File: config.mk
export PLATFORM = sky130hd
export DESIGN_NAME = gbs_front
export DESIGN_NICKNAME = d
export VERILOG_FILES = /design/src/rtl/gbs_pkg.sv /design/src/rtl/gbs_front.sv
export SDC_FILE = /design/constraint.sdc
export NUM_CORES = 1
export LEC_CHECK = 0
export ABC_AREA = 1
export ABC_CLOCK_PERIOD_IN_PS = 6550
export BUFFER_PORTS_ARGS = -buffer_cell sky130_fd_sc_hd__buf_2
export CELL_PAD_IN_SITES_DETAIL_PLACEMENT = 0
export CELL_PAD_IN_SITES_GLOBAL_PLACEMENT = 2
export CORE_MARGIN = 5
export CORE_UTILIZATION = 37
export DETAILED_ROUTE_END_ITERATION = 8
export GPL_ROUTABILITY_DRIVEN = 1
export PLACE_DENSITY_LB_ADDON = 0.1
export SYNTH_ARGS = -nofsm -noshare
export SYNTH_HDL_FRONTEND = slang
export SYNTH_SLANG_ARGS = --single-unit
File: constraint.sdc
create_clock -name clk -period 6.55 [get_ports clk]
set_input_delay 1.6375 -clock clk [delete_from_list [all_inputs] [get_ports clk]]
set_output_delay 1.6375 -clock clk [all_outputs]
set_load 0.02 [all_outputs]
File: src/rtl/gbs_pkg.sv
// Shared types and constants for the greedy box suppression core.
package gbs_pkg;

  localparam logic [15:0] OVERLAP_THRESHOLD_RESET = 16'd45875;
  localparam logic [8:0]  KEEP_LIMIT_RESET        = 9'd0;

  localparam logic [0:0] CFG_OVERLAP_THRESHOLD = 1'd0;
  localparam logic [0:0] CFG_KEEP_LIMIT        = 1'd1;

  localparam logic [1:0] VERDICT_KEPT       = 2'd0;
  localparam logic [1:0] VERDICT_SUPPRESSED = 2'd1;
  localparam logic [1:0] VERDICT_OVER_LIMIT = 2'd2;
  localparam logic [1:0] VERDICT_OVERFLOW   = 2'd3;

  // Back-end state machine, one-hot.
  typedef enum logic [4:0] {
    ST_IDLE  = 5'b00001,
    ST_LOAD  = 5'b00010,
    ST_SCAN  = 5'b00100,
    ST_DRAIN = 5'b01000,
    ST_DONE  = 5'b10000
  } back_state_t;

endpackage

File: src/rtl/gbs_front.sv
// Front end: takes a box word, computes its area and queues it for the back end.
module gbs_front
  import gbs_pkg::*;
#(
  parameter int COORD_WIDTH = 16
) (
  input  logic                     clk,
  input  logic                     rst_n,
  input  logic                     in_take,
  input  logic                     in_start_of_set,
  input  logic [COORD_WIDTH-1:0]   in_box_left,
  input  logic [COORD_WIDTH-1:0]   in_box_top,
  input  logic [COORD_WIDTH-1:0]   in_box_right,
  input  logic [COORD_WIDTH-1:0]   in_box_bottom,
  output logic                     q_valid,
  input  logic                     q_pop,
  output logic                     q_sos,
  output logic [4*COORD_WIDTH-1:0] q_box,
  output logic [2*COORD_WIDTH+1:0] q_area
);

  localparam int EW = COORD_WIDTH + 1;

  logic                     valid_r;
  logic                     sos_r;
  logic [4*COORD_WIDTH-1:0] box_r;
  logic [EW-1:0]            ew_r;
  logic [EW-1:0]            eh_r;
  logic                     pend_r;
  logic [EW-1:0]            ew_nxt;
  logic [EW-1:0]            eh_nxt;
  logic [2*COORD_WIDTH+1:0] area_r;

  // Extent plus a pad of 16, clamped at zero.
  function automatic logic [EW-1:0] ext(input logic [COORD_WIDTH-1:0] lo,
                                        input logic [COORD_WIDTH-1:0] hi);
    logic [EW:0] d;
    d = {2'b00, hi} - {2'b00, lo} + (EW+1)'(16);
    return d[EW] ? '0 : d[EW-1:0];
  endfunction

  assign ew_nxt = ext(in_box_left, in_box_right);
  assign eh_nxt = ext(in_box_top, in_box_bottom);

  // Two stages: extents registered, then the area product.
  always_ff @(posedge clk) begin
    if (!rst_n) begin
      pend_r  <= 1'b0;
      valid_r <= 1'b0;
    end else begin
      pend_r <= in_take;
      if (pend_r) valid_r <= 1'b1;
      else if (q_pop) valid_r <= 1'b0;
    end
  end

  always_ff @(posedge clk) begin
    if (in_take) begin
      sos_r <= in_start_of_set;
      box_r <= {in_box_left, in_box_top, in_box_right, in_box_bottom};
      ew_r  <= ew_nxt;
      eh_r  <= eh_nxt;
    end
    if (pend_r) area_r <= (2*COORD_WIDTH+2)'(ew_r * eh_r);
  end

  assign q_valid = valid_r;
  assign q_sos   = sos_r;
  assign q_box   = box_r;
  assign q_area  = area_r;

endmodule

==> Implementation_results.wiki <==
{| class="wikitable"
! Metric !! Value
|-
| Register area share after synthesis || 23.7%
|-
| Critical Path Most Common Cell || sky130_fd_sc_hd__fa_1
|-
| Data arrival time at the worst-slack endpoint || 6520 ps
|-
| Number of setup violations in the final report || 0
|-
| DR vias || 12700
|-
| Worst Clk Skew || 10.8 ps
|-
| Routed wire length per instance || 15.3 um
|-
| Worst path cell trace || nand2_1 > fa_1 > fa_1 > fa_1 > inv_1 > fa_1 > fa_1 > inv_1 > fa_1 > inv_1 > ha_1 > nand2_1 > inv_1 > nand3_1 > nor3_1 > nand4_1 > nand3_1 > a31oi_1 > xor2_1
|-
| Overflow left after global routing || 0
|-
| Type of the worst setup path || flop to flop
|-
| Vias in the first global route || 13600
|-
| Buf/Inv on CP || 4
|-
| Max incr delay on CP || 880 ps
|-
| Number of hold buffers added after CTS || 0
|-
| Cell types occupying the most area after synthesis || sky130_fd_sc_hd__fa_1 (27%), sky130_fd_sc_hd__edfxtp_1 (23%), sky130_fd_sc_hd__nand2_1 (13%)
|-
| Count of unresolved DRC violations after routing || 0
|-
| Post-layout min period || 6310 ps
|-
| Setup TNS || 0 ps
|-
| Post-placement cell area || 18500 um^2
|-
| Cell at the slowest stage of the critical path || sky130_fd_sc_hd__edfxtp_1
|-
| Proportion of netlist area held by the largest area contributor || 26.5%
|-
| Tightest Pin Transition || 887 ps
|-
| Effective utilization at floorplan || 37.5%
|-
| Die width || 225 um
|-
| Leading cell type in the layout, fill and taps excluded || sky130_fd_sc_hd__nand2_1
|-
| Placement Rows || 78
|-
| Violation count after the first detailed-route iteration || 631
|-
| Post-DP HPWL || 35800 um
|-
| Clock slew at the register clock pins of the worst setup and hold paths || 60 ps
|-
| Cell taking the most area after synthesis || sky130_fd_sc_hd__fa_1
|-
| Post-synth net total || 2496
|-
| Worst reg-to-reg path cell count || 19
|-
| Synth warn || 0
|-
| Post-layout net count || 2638
|-
| I/O Buffers || 168
|-
| Hold path depth || 3
|-
| Place WS || 277 ps
|-
| Ratio of final minimum period to clock period || 96.3%
|-
| Count of cell instances traversed by the critical path || 19
|-
| Most frequent cells in the layout || sky130_fd_sc_hd__nand2_1 (570), sky130_fd_sc_hd__inv_1 (553), sky130_fd_sc_hd__fa_1 (226), sky130_fd_sc_hd__buf_2 (167), sky130_fd_sc_hd__ha_1 (142)
|-
| Worst path required time || 6760 ps
|-
| Sort of element at the end of the critical path || flop
|-
| Total standard cell area after synthesis || 17000 um^2
|-
| Insertion delay of the later-clocked pin in the worst-skew pair || 470 ps
|-
| Slack of the critical path || 239 ps
|-
| Post-Synthesis Cells || 2059
|-
| Post-detailed-routing wire length || 43000 um
|-
| Die Y-Extent || 225 um
|-
| Weighted congestion reported at the end of routability-driven placement || 0.825
|-
| Area delta synth->final || 12.4%
|-
| Wire length of the first global-routing pass || 71200 um
|-
| Per-cell via count in the routed design || 4.52
|-
| Worst relative slew slack || 40.9%
|-
| Syn avg cell area || 8.28 um^2
|-
| GRT Resource Usage Total || 17.8%
|-
| Maximum number of pins on one net before global-route repair || 55
|-
| Ratio of cells with drive above 1 in the final layout || 13.2%
|-
| Core area || 45500 um^2
|-
| Run status || complete, no violations
|-
| Number of routed nets with antenna violations || 0
|-
| Critical Path Source Type || flop
|-
| Total die area || 50500 um^2
|-
| Antenna diode count || 0
|-
| Number of levels the H-tree was split into || 4
|-
| RSZ-0062 raised after global routing || no
|-
| Detailed-routing iteration count for the pre-antenna-repair pass || 5
|-
| Flip-flop and latch count after synthesis || 135
|-
| Unique masters post-synth || 41
|-
| Max-cap viol count || 0
|-
| Final count of pins violating max slew || 0
|-
| Number of buffers created by CTS || 17
|-
| Sinks on the clock net || 135
|-
| Total I/O pin count || 169
|-
| Final Hold Violating Endpoints || 0
|-
| Final std cell area, no fill || 19200 um^2
|-
| Worst min-delay path class || flop to flop
|-
| Max Freq || 158 MHz
|-
| Biggest fanout along the worst timing path || 17
|-
| Clock tree from TritonCTS || built
|-
| Family with the most delay on the worst path || adder cells
|-
| Clock Tree Buf Depth || 2
|-
| Root Buffer Master || sky130_fd_sc_hd__clkbuf_16
|-
| Antenna violations before repair || 0
|}
layout make-up:
| cell class | count | area (um^2) |
|---|---|---|
| timing repair buffer | 195 | 1070 |
| clock inverter | 12 | 151 |
| fill | 4755 | 26300 |
| tap | 600 | 751 |
| sequential | 135 | 4030 |
| inverter | 561 | 2110 |
| clock buffer | 18 | 429 |
| multi-input combinational | 1291 | 10600 |
worst min-delay path, cell delays in order, from the launching register on:
cell and delay, ps:
sky130_fd_sc_hd__dfxtp_1 320, sky130_fd_sc_hd__inv_1 40, sky130_fd_sc_hd__nor2_1 80, sky130_fd_sc_hd__o21a_1 100
stage by stage:
stage / utilization [%] / cells / hold WS (ps)
after floorplan: - / 2059 / 652
after global placement: 40.7 / 2774 / 544
after detailed placement: 40.7 / 2774 / 553
after CTS: 41.9 / 2804 / 568
after global routing: 42.1 / 2812 / 621
final: 42.1 / 2812 / 563
cell families after synthesis:
group / share of synthesized area, %
AOI/OAI and AO/OA: 4.23
buffers and inverters: 14.0
xor gates and xnor gates: 2.50
DFF: 23.7
and+or+nand+nor: 18.6
adders and majority gates: 37.0
sequential cells by signal, summed over array words and instances, names as in the netlist:
signal,count
eh_r,17
q_box,64
ew_r,17
q_sos,1
pend_r,1
q_area,34
q_valid,1
synth_stat cells:
cell type	count
sky130_fd_sc_hd__o21ai_2	1
sky130_fd_sc_hd__dfxtp_1	2
sky130_fd_sc_hd__fa_1	226
sky130_fd_sc_hd__nor4_1	1
sky130_fd_sc_hd__inv_1	553
sky130_fd_sc_hd__or2_1	2
sky130_fd_sc_hd__nor3b_1	1
sky130_fd_sc_hd__nand4_1	10
sky130_fd_sc_hd__nor3_1	9
sky130_fd_sc_hd__a21oi_1	58
sky130_fd_sc_hd__nand3b_1	8
sky130_fd_sc_hd__buf_2	2
sky130_fd_sc_hd__a31oi_1	4
sky130_fd_sc_hd__nor2_2	5
sky130_fd_sc_hd__a21oi_2	16
sky130_fd_sc_hd__nand2_2	21
sky130_fd_sc_hd__ha_1	142
sky130_fd_sc_hd__clkbuf_1	68
sky130_fd_sc_hd__xor2_2	2
sky130_fd_sc_hd__nor2_4	7
sky130_fd_sc_hd__o21a_1	2
sky130_fd_sc_hd__xor2_1	24
sky130_fd_sc_hd__and2_1	10
sky130_fd_sc_hd__buf_6	2
sky130_fd_sc_hd__o21bai_1	2
sky130_fd_sc_hd__clkinv_1	2
sky130_fd_sc_hd__xnor2_1	21
sky130_fd_sc_hd__inv_2	5
sky130_fd_sc_hd__nand2_1	570
sky130_fd_sc_hd__nand3_1	45
sky130_fd_sc_hd__edfxtp_1	133
sky130_fd_sc_hd__o31ai_1	1
sky130_fd_sc_hd__clkinv_2	1
sky130_fd_sc_hd__o21ai_0	27
sky130_fd_sc_hd__nand2_4	1
sky130_fd_sc_hd__o211ai_1	2
sky130_fd_sc_hd__a21boi_2	4
sky130_fd_sc_hd__o311ai_0	1
sky130_fd_sc_hd__a21boi_0	2
sky130_fd_sc_hd__nor2_1	58
sky130_fd_sc_hd__nand3_2	8
per-layer routing:
layer / global-route usage [%] / vias to the layer above / routed length [um]
li1: - / 6372 / -
met1: 24.6 / 6049 / 20600
met2: 28.8 / 259 / 19600
met3: 3.29 / 42 / 1990
met4: 5.17 / 0 / 795
met5: 0 / - / 0
worst paths after layout:
check | from | end | slack (ps)
worst max register to register | ew_r[12] | q_area[30] | 240
worst min register to register | q_valid | q_valid | 560
worst min-delay path | q_valid | q_valid | 560
worst max-delay path | ew_r[12] | q_area[30] | 240
timing repair:
action / 4_1_cts / 5_1_grt
gates resized for setup: 0 / 0
buffers inserted: 0 / 8
endpoints found under the setup margin: 0 / 3
Power is not shown: default switching activity piles up to over one toggle a cycle in this logic, so the estimate is an artifact.
